## src/sv/brs_pkg.sv

```systemverilog
// Shared constants and codes for the bisection root search block.
package brs_pkg;

   // Configuration register indexes
   localparam int CSR_INDEX_WIDTH = 2;
   localparam logic [CSR_INDEX_WIDTH-1:0] CSR_ABS_TOL  = 2'd0;
   localparam logic [CSR_INDEX_WIDTH-1:0] CSR_REL_TOL  = 2'd1;
   localparam logic [CSR_INDEX_WIDTH-1:0] CSR_ITER_CAP = 2'd2;

   // Relative tolerance is an unsigned Q0.16 fraction
   localparam int REL_TOL_WIDTH = 16;

   // Register reset values
   localparam int ABS_TOL_RESET  = 1;
   localparam int REL_TOL_RESET  = 1;
   localparam int ITER_CAP_RESET = 100;
   localparam int ITER_CAP_MIN_WIDTH = 7;   // enough to hold ITER_CAP_RESET

   // Input beat mode
   localparam logic MODE_START = 1'b0;
   localparam logic MODE_REPLY = 1'b1;

   // Result beat kind
   localparam logic KIND_REQUEST = 1'b0;
   localparam logic KIND_REPORT  = 1'b1;

   // Status codes
   localparam logic [1:0] ST_OK          = 2'd0;
   localparam logic [1:0] ST_INVALID_ARG = 2'd1;
   localparam logic [1:0] ST_NUMERICAL   = 2'd2;

   // Failure reasons
   localparam logic [1:0] FR_NONE          = 2'd0;
   localparam logic [1:0] FR_BAD_BRACKET   = 2'd1;
   localparam logic [1:0] FR_ITER_LIMIT    = 2'd2;
   localparam logic [1:0] FR_NUMERICAL     = 2'd3;

endpackage

```

## src/sv/brs_if.sv

```systemverilog
// Valid/ready channel interfaces for the request and response sides.
interface brs_req_if #(
   parameter int VALUE_WIDTH = 32
);
   logic                   valid;
   logic                   ready;
   logic                   mode;
   logic [VALUE_WIDTH-1:0] bracket_left;
   logic [VALUE_WIDTH-1:0] bracket_right;
   logic [VALUE_WIDTH-1:0] func_value;
   logic                   func_invalid;

   modport source (
      output valid, mode, bracket_left, bracket_right, func_value, func_invalid,
      input  ready
   );
   modport sink (
      input  valid, mode, bracket_left, bracket_right, func_value, func_invalid,
      output ready
   );
endinterface

interface brs_rsp_if #(
   parameter int VALUE_WIDTH = 32,
   parameter int ITER_WIDTH  = 16
);
   logic                   valid;
   logic                   ready;
   logic                   kind;
   logic [VALUE_WIDTH-1:0] query_point;
   logic [VALUE_WIDTH-1:0] root;
   logic [VALUE_WIDTH-1:0] root_value;
   logic [VALUE_WIDTH-2:0] residual;
   logic                   converged;
   logic [ITER_WIDTH-1:0]  iterations;
   logic [1:0]             status;
   logic [1:0]             fail_code;

   modport source (
      output valid, kind, query_point, root, root_value, residual, converged,
             iterations, status, fail_code,
      input  ready
   );
   modport sink (
      input  valid, kind, query_point, root, root_value, residual, converged,
             iterations, status, fail_code,
      output ready
   );
endinterface

```

## src/sv/brs_tol_check.sv

```systemverilog
// Interval tolerance test: span <= 2 * (abs_tol + rel_tol * max(|probe|, 1.0)).
module brs_tol_check #(
   parameter int VALUE_WIDTH = 32,
   parameter int FRAC_BITS   = 16
) (
   input  logic [VALUE_WIDTH-1:0]            probe,
   input  logic [VALUE_WIDTH-1:0]            span,
   input  logic [VALUE_WIDTH-2:0]            abs_tol,
   input  logic [brs_pkg::REL_TOL_WIDTH-1:0] rel_tol,
   output logic                              within_tol
);
   import brs_pkg::*;

   localparam int ScaleWidth = (VALUE_WIDTH > FRAC_BITS) ? VALUE_WIDTH : FRAC_BITS + 1;
   localparam int ProdWidth  = ScaleWidth + REL_TOL_WIDTH;
   localparam int TolWidth   = ScaleWidth + 2;

   logic [VALUE_WIDTH-1:0] mag;
   logic [ScaleWidth-1:0]  one_val;
   logic [ScaleWidth-1:0]  scale;
   logic [ProdWidth-1:0]   prod;
   logic [TolWidth-1:0]    x_tol;
   logic [TolWidth-1:0]    tol2;

   assign mag     = probe[VALUE_WIDTH-1] ? (~probe + 1'b1) : probe;
   assign one_val = ScaleWidth'(1) << FRAC_BITS;
   assign scale   = (ScaleWidth'(mag) < one_val) ? one_val : ScaleWidth'(mag);
   assign prod    = ProdWidth'(scale) * ProdWidth'(rel_tol);
   // floor(prod / 2^16); exact sum, wide enough that no saturation is needed
   assign x_tol   = TolWidth'(abs_tol) + TolWidth'(prod[ProdWidth-1:REL_TOL_WIDTH]);
   assign tol2    = x_tol << 1;
   assign within_tol = (TolWidth'(span) <= tol2);

endmodule

```

## src/sv/bisection_root_search.sv

```systemverilog
// Top level of the bisection root search sequencer.
//
//  channel   dir  beat contents
//  --------  ---  ----------------------------------------------------------
//  req_ch    in   mode, bracket ends, function value, non-finite flag
//  rsp_ch    out  next query point, or final report (root, value, status)
//  csr_*     in   write-only registers: abs_tol, rel_tol, iteration cap
//
// One beat per cycle sustained while rsp_ch accepts; every beat passes the input
// register, then the step logic into the result register. The step path is
// set by the tolerance multiply (|probe| x rel_tol) followed by an add and the
// span compare. Reset is synchronous and returns to idle with the register
// defaults. A stalled response holds its register; the input register keeps
// taking beats as long as the result register is empty or drains in the same cycle.
module bisection_root_search #(
   parameter int VALUE_WIDTH = 32,
   parameter int FRAC_BITS   = 16,
   parameter int ITER_WIDTH  = 16,
   localparam int CsrWidth =
      ((VALUE_WIDTH - 1) > ITER_WIDTH)
         ? (((VALUE_WIDTH - 1) > brs_pkg::REL_TOL_WIDTH)
              ? (VALUE_WIDTH - 1) : brs_pkg::REL_TOL_WIDTH)
         : ((ITER_WIDTH > brs_pkg::REL_TOL_WIDTH) ? ITER_WIDTH : brs_pkg::REL_TOL_WIDTH)
) (
   input  logic                                clock,
   input  logic                                reset,
   brs_req_if.sink                             req_ch,
   brs_rsp_if.source                           rsp_ch,
   input  logic                                csr_we,
   input  logic [brs_pkg::CSR_INDEX_WIDTH-1:0] csr_index,
   input  logic [CsrWidth-1:0]                 csr_wdata
);
   import brs_pkg::*;

   localparam int VW  = VALUE_WIDTH;
   localparam int MiW = (ITER_WIDTH > ITER_CAP_MIN_WIDTH) ? ITER_WIDTH : ITER_CAP_MIN_WIDTH;

   typedef enum logic [1:0] {
      PH_IDLE,
      PH_LEFT,
      PH_RIGHT,
      PH_MID
   } phase_type;

   // configuration
   logic [VW-2:0]            abs_tol_ff;
   logic [REL_TOL_WIDTH-1:0] rel_tol_ff;
   logic [MiW-1:0]           iter_cap_ff;

   // input register
   logic          in_vld_ff, in_vld_in;
   logic          in_mode_ff;
   logic [VW-1:0] in_left_ff;
   logic [VW-1:0] in_right_ff;
   logic [VW-1:0] in_fval_ff;
   logic          in_bad_ff;

   // search state
   phase_type             phase_ff, phase_in;
   logic [VW-1:0]         low_ff, low_in;
   logic [VW-1:0]         high_ff, high_in;
   logic [VW-1:0]         low_val_ff, low_val_in;
   logic [VW-1:0]         probe_ff, probe_in;
   logic [VW-1:0]         best_root_ff, best_root_in;
   logic [VW-1:0]         best_val_ff, best_val_in;
   logic [ITER_WIDTH-1:0] iter_ff, iter_in;

   // result register
   logic                  rsp_vld_ff, rsp_vld_in;
   logic                  rsp_kind_ff;
   logic [VW-1:0]         rsp_query_ff;
   logic [VW-1:0]         rsp_root_ff;
   logic [VW-1:0]         rsp_val_ff;
   logic [VW-2:0]         rsp_resid_ff;
   logic                  rsp_conv_ff;
   logic [ITER_WIDTH-1:0] rsp_iters_ff;
   logic [1:0]            rsp_status_ff;
   logic [1:0]            rsp_reason_ff;

   // step results
   logic          emit;
   logic          res_kind;
   logic [VW-1:0] res_query;
   logic [VW-1:0] res_root;
   logic [VW-1:0] res_val;
   logic          res_conv;
   logic [1:0]    res_status;
   logic [1:0]    res_reason;
   logic [VW-1:0] res_mag;
   logic [VW-2:0] res_resid;

   // handshake
   logic take;
   logic advance;

   // datapath helpers
   logic [VW-1:0] f_mag, fl_mag;
   logic          f_pos, f_neg, fl_pos, fl_neg;
   logic          f_close, fl_close;
   logic          sign_change;
   logic [VW-1:0] new_low, new_high, new_low_val;
   logic [VW-1:0] mid_lo, mid_hi, mid_diff, mid_point;
   logic [VW-1:0] span;
   logic          x_close;

   assign advance      = in_vld_ff && (!rsp_vld_ff || rsp_ch.ready);
   assign req_ch.ready = !in_vld_ff || advance;
   assign take         = req_ch.valid && req_ch.ready;
   assign in_vld_in    = take ? 1'b1 : (advance ? 1'b0 : in_vld_ff);

   // function value tests
   assign f_mag    = in_fval_ff[VW-1] ? (~in_fval_ff + 1'b1) : in_fval_ff;
   assign fl_mag   = low_val_ff[VW-1] ? (~low_val_ff + 1'b1) : low_val_ff;
   assign f_close  = (f_mag <= VW'(abs_tol_ff));
   assign fl_close = (fl_mag <= VW'(abs_tol_ff));
   assign f_neg    = in_fval_ff[VW-1];
   assign f_pos    = !in_fval_ff[VW-1] && (in_fval_ff != '0);
   assign fl_neg   = low_val_ff[VW-1];
   assign fl_pos   = !low_val_ff[VW-1] && (low_val_ff != '0);

   // bracket update on a midpoint reply
   assign sign_change = (fl_pos && f_neg) || (fl_neg && f_pos);
   assign new_low     = sign_change ? low_ff     : probe_ff;
   assign new_high    = sign_change ? probe_ff   : high_ff;
   assign new_low_val = sign_change ? low_val_ff : in_fval_ff;

   // one midpoint adder, shared by the first and later bisection steps
   assign mid_lo    = (phase_ff == PH_MID) ? new_low  : low_ff;
   assign mid_hi    = (phase_ff == PH_MID) ? new_high : high_ff;
   assign mid_diff  = mid_hi - mid_lo;
   assign mid_point = mid_lo + {1'b0, mid_diff[VW-1:1]};

   assign span = high_ff - low_ff;

   brs_tol_check #(
      .VALUE_WIDTH (VALUE_WIDTH),
      .FRAC_BITS   (FRAC_BITS)
   ) u_tol (
      .probe      (probe_ff),
      .span       (span),
      .abs_tol    (abs_tol_ff),
      .rel_tol    (rel_tol_ff),
      .within_tol (x_close)
   );

   // one search step per beat
   always_comb begin
      phase_in     = phase_ff;
      low_in       = low_ff;
      high_in      = high_ff;
      low_val_in   = low_val_ff;
      probe_in     = probe_ff;
      best_root_in = best_root_ff;
      best_val_in  = best_val_ff;
      iter_in      = iter_ff;
      emit         = 1'b0;
      res_kind     = KIND_REQUEST;
      res_query    = '0;
      res_root     = '0;
      res_val      = '0;
      res_conv     = 1'b0;
      res_status   = ST_OK;
      res_reason   = FR_NONE;

      if (in_mode_ff == MODE_START) begin
         iter_in = '0;
         emit    = 1'b1;
         if (!($signed(in_left_ff) < $signed(in_right_ff)) || iter_cap_ff == '0) begin
            res_kind   = KIND_REPORT;
            res_status = ST_INVALID_ARG;
            phase_in   = PH_IDLE;
         end else begin
            low_in     = in_left_ff;
            high_in    = in_right_ff;
            low_val_in = '0;
            probe_in   = in_left_ff;
            res_query  = in_left_ff;
            phase_in   = PH_LEFT;
         end
      end else begin
         case (phase_ff)
            PH_IDLE: begin
               emit = 1'b0;   // stray reply, dropped
            end
            PH_LEFT: begin
               emit = 1'b1;
               if (in_bad_ff) begin
                  res_kind   = KIND_REPORT;
                  res_status = ST_NUMERICAL;
                  res_reason = FR_NUMERICAL;
                  phase_in   = PH_IDLE;
               end else begin
                  low_val_in = in_fval_ff;
                  probe_in   = high_ff;
                  res_query  = high_ff;
                  phase_in   = PH_RIGHT;
               end
            end
            PH_RIGHT: begin
               emit     = 1'b1;
               res_kind = KIND_REPORT;
               phase_in = PH_IDLE;
               if (in_bad_ff) begin
                  res_status = ST_NUMERICAL;
                  res_reason = FR_NUMERICAL;
               end else if (fl_close) begin
                  res_root = low_ff;
                  res_val  = low_val_ff;
                  res_conv = 1'b1;
               end else if (f_close) begin
                  res_root = high_ff;
                  res_val  = in_fval_ff;
                  res_conv = 1'b1;
               end else if ((fl_pos && f_pos) || (fl_neg && f_neg)) begin
                  res_root   = low_ff;
                  res_val    = low_val_ff;
                  res_status = ST_INVALID_ARG;
                  res_reason = FR_BAD_BRACKET;
               end else begin
                  best_root_in = low_ff;
                  best_val_in  = low_val_ff;
                  iter_in      = ITER_WIDTH'(1);
                  probe_in     = mid_point;
                  res_kind     = KIND_REQUEST;
                  res_query    = mid_point;
                  phase_in     = PH_MID;
               end
            end
            PH_MID: begin
               emit     = 1'b1;
               res_kind = KIND_REPORT;
               phase_in = PH_IDLE;
               if (in_bad_ff) begin
                  res_root   = best_root_ff;
                  res_val    = best_val_ff;
                  res_status = ST_NUMERICAL;
                  res_reason = FR_NUMERICAL;
               end else begin
                  best_root_in = probe_ff;
                  best_val_in  = in_fval_ff;
                  res_root     = probe_ff;
                  res_val      = in_fval_ff;
                  if (f_close || x_close) begin
                     res_conv = 1'b1;
                  end else begin
                     low_in     = new_low;
                     high_in    = new_high;
                     low_val_in = new_low_val;
                     if (MiW'(iter_ff) >= iter_cap_ff) begin
                        res_status = ST_NUMERICAL;
                        res_reason = FR_ITER_LIMIT;
                     end else begin
                        iter_in   = iter_ff + 1'b1;
                        probe_in  = mid_point;
                        res_kind  = KIND_REQUEST;
                        res_query = mid_point;
                        res_root  = '0;
                        res_val   = '0;
                        phase_in  = PH_MID;
                     end
                  end
               end
            end
            default: begin
               phase_in = PH_IDLE;
            end
         endcase
      end
   end

   // residual: |value| clipped to all ones
   assign res_mag   = res_val[VW-1] ? (~res_val + 1'b1) : res_val;
   assign res_resid = res_mag[VW-1] ? '1 : res_mag[VW-2:0];

   always_comb begin
      if (advance) begin
         rsp_vld_in = emit;
      end else if (rsp_ch.ready) begin
         rsp_vld_in = 1'b0;
      end else begin
         rsp_vld_in = rsp_vld_ff;
      end
   end

   always_ff @(posedge clock) begin
      if (reset) begin
         abs_tol_ff   <= (VW-1)'(ABS_TOL_RESET);
         rel_tol_ff   <= REL_TOL_WIDTH'(REL_TOL_RESET);
         iter_cap_ff  <= MiW'(ITER_CAP_RESET);
         in_vld_ff    <= 1'b0;
         rsp_vld_ff   <= 1'b0;
         phase_ff     <= PH_IDLE;
         low_ff       <= '0;
         high_ff      <= '0;
         low_val_ff   <= '0;
         probe_ff     <= '0;
         best_root_ff <= '0;
         best_val_ff  <= '0;
         iter_ff      <= '0;
      end else begin
         in_vld_ff  <= in_vld_in;
         rsp_vld_ff <= rsp_vld_in;
         if (csr_we) begin
            case (csr_index)
               CSR_ABS_TOL:  abs_tol_ff  <= csr_wdata[VW-2:0];
               CSR_REL_TOL:  rel_tol_ff  <= csr_wdata[REL_TOL_WIDTH-1:0];
               CSR_ITER_CAP: iter_cap_ff <= MiW'(csr_wdata[ITER_WIDTH-1:0]);
               default: begin
               end
            endcase
         end
         if (advance) begin
            phase_ff     <= phase_in;
            low_ff       <= low_in;
            high_ff      <= high_in;
            low_val_ff   <= low_val_in;
            probe_ff     <= probe_in;
            best_root_ff <= best_root_in;
            best_val_ff  <= best_val_in;
            iter_ff      <= iter_in;
         end
      end

      // payload registers
      if (take) begin
         in_mode_ff  <= req_ch.mode;
         in_left_ff  <= req_ch.bracket_left;
         in_right_ff <= req_ch.bracket_right;
         in_fval_ff  <= req_ch.func_value;
         in_bad_ff   <= req_ch.func_invalid;
      end
      if (advance && emit) begin
         rsp_kind_ff   <= res_kind;
         rsp_query_ff  <= res_query;
         rsp_root_ff   <= res_root;
         rsp_val_ff    <= res_val;
         rsp_resid_ff  <= (res_kind == KIND_REPORT) ? res_resid : '0;
         rsp_conv_ff   <= res_conv;
         rsp_iters_ff  <= (res_kind == KIND_REPORT) ? iter_in : '0;
         rsp_status_ff <= res_status;
         rsp_reason_ff <= res_reason;
      end
   end

   assign rsp_ch.valid       = rsp_vld_ff;
   assign rsp_ch.kind        = rsp_kind_ff;
   assign rsp_ch.query_point = rsp_query_ff;
   assign rsp_ch.root        = rsp_root_ff;
   assign rsp_ch.root_value  = rsp_val_ff;
   assign rsp_ch.residual    = rsp_resid_ff;
   assign rsp_ch.converged   = rsp_conv_ff;
   assign rsp_ch.iterations  = rsp_iters_ff;
   assign rsp_ch.status      = rsp_status_ff;
   assign rsp_ch.fail_code   = rsp_reason_ff;

   // a final report always closes the search
   a_report_idles: assert property (@(posedge clock) disable iff (reset)
      advance && emit && res_kind == KIND_REPORT |=> phase_ff == PH_IDLE)
      else $error("search still open after a report");

   // a query always leaves a search waiting for its reply
   a_request_busy: assert property (@(posedge clock) disable iff (reset)
      advance && emit && res_kind == KIND_REQUEST |=> phase_ff != PH_IDLE)
      else $error("query issued with no search open");

   // converged reports carry no failure
   a_conv_clean: assert property (@(posedge clock) disable iff (reset)
      rsp_vld_ff && rsp_conv_ff |-> rsp_status_ff == ST_OK && rsp_reason_ff == FR_NONE)
      else $error("converged report carries a failure code");

   // bisection steps never run with a zero count
   a_mid_count: assert property (@(posedge clock) disable iff (reset)
      phase_ff == PH_MID |-> iter_ff != '0)
      else $error("bisection phase with zero iteration count");

   // a held input beat is not lost
   a_in_hold: assert property (@(posedge clock) disable iff (reset)
      in_vld_ff && !advance |=> in_vld_ff)
      else $error("input beat dropped while stalled");

endmodule
```

## src/flat_wrapper.sv

```systemverilog
// flat-port wrapper written by rule: the top's interface ports become plain ports
module bisection_root_search_flat import brs_pkg::*;
#(
   parameter int VALUE_WIDTH = 32,
   parameter int FRAC_BITS   = 16,
   parameter int ITER_WIDTH  = 16,
   localparam int CsrWidth =
      ((VALUE_WIDTH - 1) > ITER_WIDTH)
         ? (((VALUE_WIDTH - 1) > brs_pkg::REL_TOL_WIDTH)
              ? (VALUE_WIDTH - 1) : brs_pkg::REL_TOL_WIDTH)
         : ((ITER_WIDTH > brs_pkg::REL_TOL_WIDTH) ? ITER_WIDTH : brs_pkg::REL_TOL_WIDTH)
)
  (clock, reset, csr_we, csr_index, csr_wdata, req_ch_valid, req_ch_mode, req_ch_bracket_left, req_ch_bracket_right, req_ch_func_value, req_ch_func_invalid, req_ch_ready, rsp_ch_valid, rsp_ch_kind, rsp_ch_query_point, rsp_ch_root, rsp_ch_root_value, rsp_ch_residual, rsp_ch_converged, rsp_ch_iterations, rsp_ch_status, rsp_ch_fail_code, rsp_ch_ready);
  brs_req_if #(.VALUE_WIDTH(VALUE_WIDTH)) req_ch_i ();
  brs_rsp_if #(.VALUE_WIDTH(VALUE_WIDTH), .ITER_WIDTH(ITER_WIDTH)) rsp_ch_i ();
  input  logic clock;
  input  logic reset;
  input  logic csr_we;
  input  logic [brs_pkg::CSR_INDEX_WIDTH-1:0] csr_index;
  input  logic [CsrWidth-1:0] csr_wdata;
  input wire logic [$bits(req_ch_i.valid)-1:0] req_ch_valid;
  input wire logic [$bits(req_ch_i.mode)-1:0] req_ch_mode;
  input wire logic [$bits(req_ch_i.bracket_left)-1:0] req_ch_bracket_left;
  input wire logic [$bits(req_ch_i.bracket_right)-1:0] req_ch_bracket_right;
  input wire logic [$bits(req_ch_i.func_value)-1:0] req_ch_func_value;
  input wire logic [$bits(req_ch_i.func_invalid)-1:0] req_ch_func_invalid;
  output wire logic [$bits(req_ch_i.ready)-1:0] req_ch_ready;
  output wire logic [$bits(rsp_ch_i.valid)-1:0] rsp_ch_valid;
  output wire logic [$bits(rsp_ch_i.kind)-1:0] rsp_ch_kind;
  output wire logic [$bits(rsp_ch_i.query_point)-1:0] rsp_ch_query_point;
  output wire logic [$bits(rsp_ch_i.root)-1:0] rsp_ch_root;
  output wire logic [$bits(rsp_ch_i.root_value)-1:0] rsp_ch_root_value;
  output wire logic [$bits(rsp_ch_i.residual)-1:0] rsp_ch_residual;
  output wire logic [$bits(rsp_ch_i.converged)-1:0] rsp_ch_converged;
  output wire logic [$bits(rsp_ch_i.iterations)-1:0] rsp_ch_iterations;
  output wire logic [$bits(rsp_ch_i.status)-1:0] rsp_ch_status;
  output wire logic [$bits(rsp_ch_i.fail_code)-1:0] rsp_ch_fail_code;
  input wire logic [$bits(rsp_ch_i.ready)-1:0] rsp_ch_ready;
  assign req_ch_i.valid = req_ch_valid;
  assign req_ch_i.mode = req_ch_mode;
  assign req_ch_i.bracket_left = req_ch_bracket_left;
  assign req_ch_i.bracket_right = req_ch_bracket_right;
  assign req_ch_i.func_value = req_ch_func_value;
  assign req_ch_i.func_invalid = req_ch_func_invalid;
  assign req_ch_ready = req_ch_i.ready;
  assign rsp_ch_valid = rsp_ch_i.valid;
  assign rsp_ch_kind = rsp_ch_i.kind;
  assign rsp_ch_query_point = rsp_ch_i.query_point;
  assign rsp_ch_root = rsp_ch_i.root;
  assign rsp_ch_root_value = rsp_ch_i.root_value;
  assign rsp_ch_residual = rsp_ch_i.residual;
  assign rsp_ch_converged = rsp_ch_i.converged;
  assign rsp_ch_iterations = rsp_ch_i.iterations;
  assign rsp_ch_status = rsp_ch_i.status;
  assign rsp_ch_fail_code = rsp_ch_i.fail_code;
  assign rsp_ch_i.ready = rsp_ch_ready;
  bisection_root_search #(.VALUE_WIDTH(VALUE_WIDTH), .FRAC_BITS(FRAC_BITS), .ITER_WIDTH(ITER_WIDTH)) u_core (.clock(clock), .reset(reset), .req_ch(req_ch_i), .rsp_ch(rsp_ch_i), .csr_we(csr_we), .csr_index(csr_index), .csr_wdata(csr_wdata));
endmodule
```

## config.mk

```make
export PLATFORM = sky130hd
export DESIGN_NAME = bisection_root_search_flat
export DESIGN_NICKNAME = d
export VERILOG_FILES = /design/src/sv/brs_pkg.sv /design/src/sv/brs_if.sv /design/src/sv/brs_tol_check.sv /design/src/sv/bisection_root_search.sv /design/src/flat_wrapper.sv
export SDC_FILE = /design/constraint.sdc
export NUM_CORES = 2
export LEC_CHECK = 0
export BUFFER_PORTS_ARGS = -buffer_cell sky130_fd_sc_hd__buf_2
export CORE_MARGIN = 3
export CORE_UTILIZATION = 30
export DETAILED_ROUTE_END_ITERATION = 6
export GPL_ROUTABILITY_DRIVEN = 1
export GPL_TIMING_DRIVEN = 0
export PLACE_DENSITY = 0.58
export SLEW_MARGIN = 0
export SYNTH_ARGS = -nofsm -noshare
export SYNTH_HDL_FRONTEND = slang
export SYNTH_HIERARCHICAL = 1
export SYNTH_SLANG_ARGS = --single-unit
```

## constraint.sdc

```tcl
create_clock -name clock -period 15.8 [get_ports clock]
set_input_delay 3.16 -clock clock [delete_from_list [all_inputs] [get_ports clock]]
set_output_delay 3.16 -clock clock [all_outputs]
set_load 0.005 [all_outputs]
```

==> summary.txt <==
Outcome: finished, violations left
Failing checks: design-rule violations, max-capacitance violations, max-slew violations
Post-DR vias/cell: 5.47
Hold Path Class: reg -> reg
Worst EP arrival: 15.95 ns
Via count: 47,399
Final layout net count: 7,357
Peak Freq: 0.0644 GHz
Max_slew headroom: -1.63%
Clock-pin slew on the worst setup and hold paths: 0.07 ns
Global-route wire length before repair: 304 mm
CP max stage cell: or4_4
Yosys top cell by area: fa_1
Post-DP Area: 55,100 sq um
Worst path max stage delay: 0.58 ns
Core footprint: 168,000 sq um
Hold path depth: 2
Clk Latency, worst-skew pair: 0.70 ns
Multi-input logic area: 35,100 sq um
Cell Count Post-Placement: 8,433
Max Root-Sink Buffers: 3
Vias in the first global route: 46,764
Synthesis-to-finish area growth: 17.1%
Leakage Power: 0.0248 uW
Max IR drop VDD: 0.0000716 V
Avg Cell Area, Syn: 8.55 sq um
FF+latch count, synth: 521
Async set-or-reset flop fraction in the synthesized netlist: 0%
Mux share of post-synthesis cell area: 1.34%
GPL Wtd Cong: 0.984
TritonCTS clock tree: built
Die width: 417 microns
Post-synthesis sequential area ratio: 25.4%
Routed WL per cell: 24.0 microns
Sequential Area: 12,900 sq um
Initial Util: 30.3%
Synthesized cell area: 50,800 sq um
Fillers: 17,271
Final setup fails: 0
CTS Sinks: 521
Yosys warns: 6
XOR/XNOR share of the synthesized area: 4.43%
Clock root cell: clkbuf_16
Worst Setup End Kind: flop
RSZ-0062 raised after global routing: true
Final hold viol count: 0
Post-synth EDFFs: 246
Die Y: 417 microns
Synth Area in Simple Gates: 17.6%
I/O pins: 287
Site row count: 150
Clock skew: 0.0975 ns
Post-Route WL: 208 mm
DR iter-0 viols: 4,888
Post-DRT Antenna Nets: 0
Critical path class: reg -> reg
Final core occ: 35.5%
Syn Nets: 6,881
Antenna violations before repair: 23
Tcrit/Tclk final: 98.4%
Share of layout cells above drive strength 1: 12.5%
Total Negative Setup Slacks: 0 ns
GR Util All Layers: 23.1%
Post-synth top area share: 16.6%
Crit path time final: 15.54 ns
Final HPWL from detailed placement: 167 mm
Fin. max-slew vios: 9
Compound-cell area share of the yosys netlist: 17.4%
Die ar.: 174,000 sq um
Post-route cell area: 59,500 sq um
Req. time, crit path: 16.21 ns
Commonest register cell after synthesis: dfxtp_1
Slew @ Worst Pin: 1.51 ns
Maximum Capacitance Violations: 1
I/O Buffers: 285
Adder and majority gate portion of the synthesized area: 26.1%
Gate Count Post-Synth: 5,938
CP max FO: 10
Global route overflow: 0
Pwr Total: 4300 uW
Largest family of logic cells by synthesized area: adder cells
CTS H-tree depth: 2
Pin count of the biggest net entering global routing: 83
Initial DRT Pass Iterations: 7
Startpoint Class: flop
Synth top area cells: fa_1, edfxtp_1, dfxtp_1
Final non-filler cell total: 8,671
Netlist cell types: 96
Worst-case reg-to-reg path depth: 60
Pwr/cell area: 72.3 nW/um^2
Inserted Clock Buffers: 55
Remaining DRCs: 3
power breakdown:
| group | internal, uW | switching [uW] |
|---|---|---|
| registers | 1450 | 66.9 |
| logic | 497 | 831 |
| clock network | 828 | 625 |
cells in the final DEF (no fill, tap or decap), types with 19 or more instances in the layout:
cell type,n
edfxtp_1,246
nor2_1,436
a21oi_1,336
buf_1,20
xnor2_1,173
fa_1,416
buf_4,124
a31oi_1,19
mux2_2,31
xor2_1,68
buf_2,294
a21o_1,126
mux2i_1,33
dfxtp_1,250
nand3_1,85
nand2b_1,42
or3_1,54
o31ai_1,30
a22o_1,36
o21a_1,34
inv_1,675
a211oi_1,102
o22ai_1,39
and3_1,34
nor4_1,27
a22oi_1,46
nand2_1,838
nor2b_1,32
nand4_1,50
a311oi_1,64
nor3_1,44
clkbuf_1,283
and2_1,181
o21ai_0,203
a222oi_1,45
clkbuf_16,56
ha_1,375
per-stage QoR:
stage	setup slack, ns	hold slack, ns
after floorplan	0.648	0.449
after global placement	-3.65	0.461
after detailed placement	-3.65	0.468
after CTS	0.00137	0.453
after global routing	-0.106	0.485
final	0.260	0.454
Yosys cell counts, types with 64 or more instances:
| master | count |
|---|---|
| xnor2_1 | 187 |
| nor2_1 | 454 |
| a311oi_1 | 64 |
| o21ai_0 | 208 |
| a211oi_1 | 105 |
| and2_1 | 185 |
| nand3_1 | 89 |
| xor2_1 | 70 |
| dfxtp_1 | 275 |
| ha_1 | 386 |
| a21o_1 | 127 |
| edfxtp_1 | 246 |
| clkbuf_1 | 312 |
| inv_1 | 680 |
| fa_1 | 421 |
| a21oi_1 | 353 |
| nand2_1 | 842 |
what timing repair did:
action | in CTS | in global routing
setup endpoints to repair | 292 | 214
gates cloned | 1 | 0
hold buffers | 0 | 0
buffers inserted | 55 | 73
resized for setup | 219 | 131
pin swaps | 58 | 107
state kept, by name, indices dropped and copies added, names as in the netlist, 2 cells and up:
| signal | count |
|---|---|
| u_core/in_right_ff | 32 |
| u_core/abs_tol_ff | 31 |
| u_core/rsp_ch.query_point | 32 |
| u_core/high_ff | 32 |
| u_core/probe_ff | 32 |
| u_core/in_fval_ff | 32 |
| u_core/rsp_ch.fail_code | 2 |
| u_core/rel_tol_ff | 16 |
| u_core/low_val_ff | 32 |
| u_core/rsp_ch.residual | 31 |
| u_core/in_left_ff | 32 |
| u_core/iter_cap_ff | 16 |
| u_core/rsp_ch.root | 32 |
| u_core/phase_ff | 2 |
| u_core/rsp_ch.root_value | 32 |
| u_core/rsp_ch.iterations | 16 |
| u_core/iter_ff | 16 |
| u_core/best_root_ff | 32 |
| u_core/low_ff | 32 |
| u_core/best_val_ff | 32 |
worst paths after layout:
check	startpoint	endpoint	slack, ns
worst min-delay path	u_core/low_ff[24]	u_core/best_root_ff[24]	0.45
worst max register to register	u_core/probe_ff[25]	u_core/rsp_ch.residual[30]	0.26
worst min register to register	u_core/low_ff[24]	u_core/best_root_ff[24]	0.45
worst max-delay path	u_core/probe_ff[25]	u_core/rsp_ch.residual[30]	0.26
cell type report:
class	instances	area share, %
timing repair buffer	420	4.24
buffer	341	2.59
inverter	682	4.32
sequential	521	21.8
antenna	6	0.0252
clock inverter	44	0.978
tap	2204	4.64
multi-input combinational	4393	59.1
clock buffer	60	2.35
metal layers:
layer  GRT usage, %  vias up  wire length, microns
met4           11.9        6                 12400
met2           37.8     2249                 95900
met1           29.6    23387                 83600
met3           3.26      456                 16300
met5              0        -                    33
li1               -    21301                     -
critical path: cells and delay by family, from the launching register on:
kind | cells | cell delay [ns]
flops | 1 | 0.39
mux | 1 | 0.10
xor+xnor | 3 | 0.68
fa+ha+maj | 9 | 4.23
compound gates | 19 | 4.04
buf+inv | 12 | 1.67
simple gates | 16 | 4.20
cell families (layout without fill, tap and decap cells):
kind of cell | Yosys count | count (layout)
other cells | 0 | 6
buf+inv | 1024 | 1547
mux | 64 | 64
xor+xnor | 257 | 257
simple gates | 1946 | 1946
compound gates | 1319 | 1319
fa+ha+maj | 807 | 807
flops | 521 | 521
Note: power is estimated with default switching activity, not from simulation.
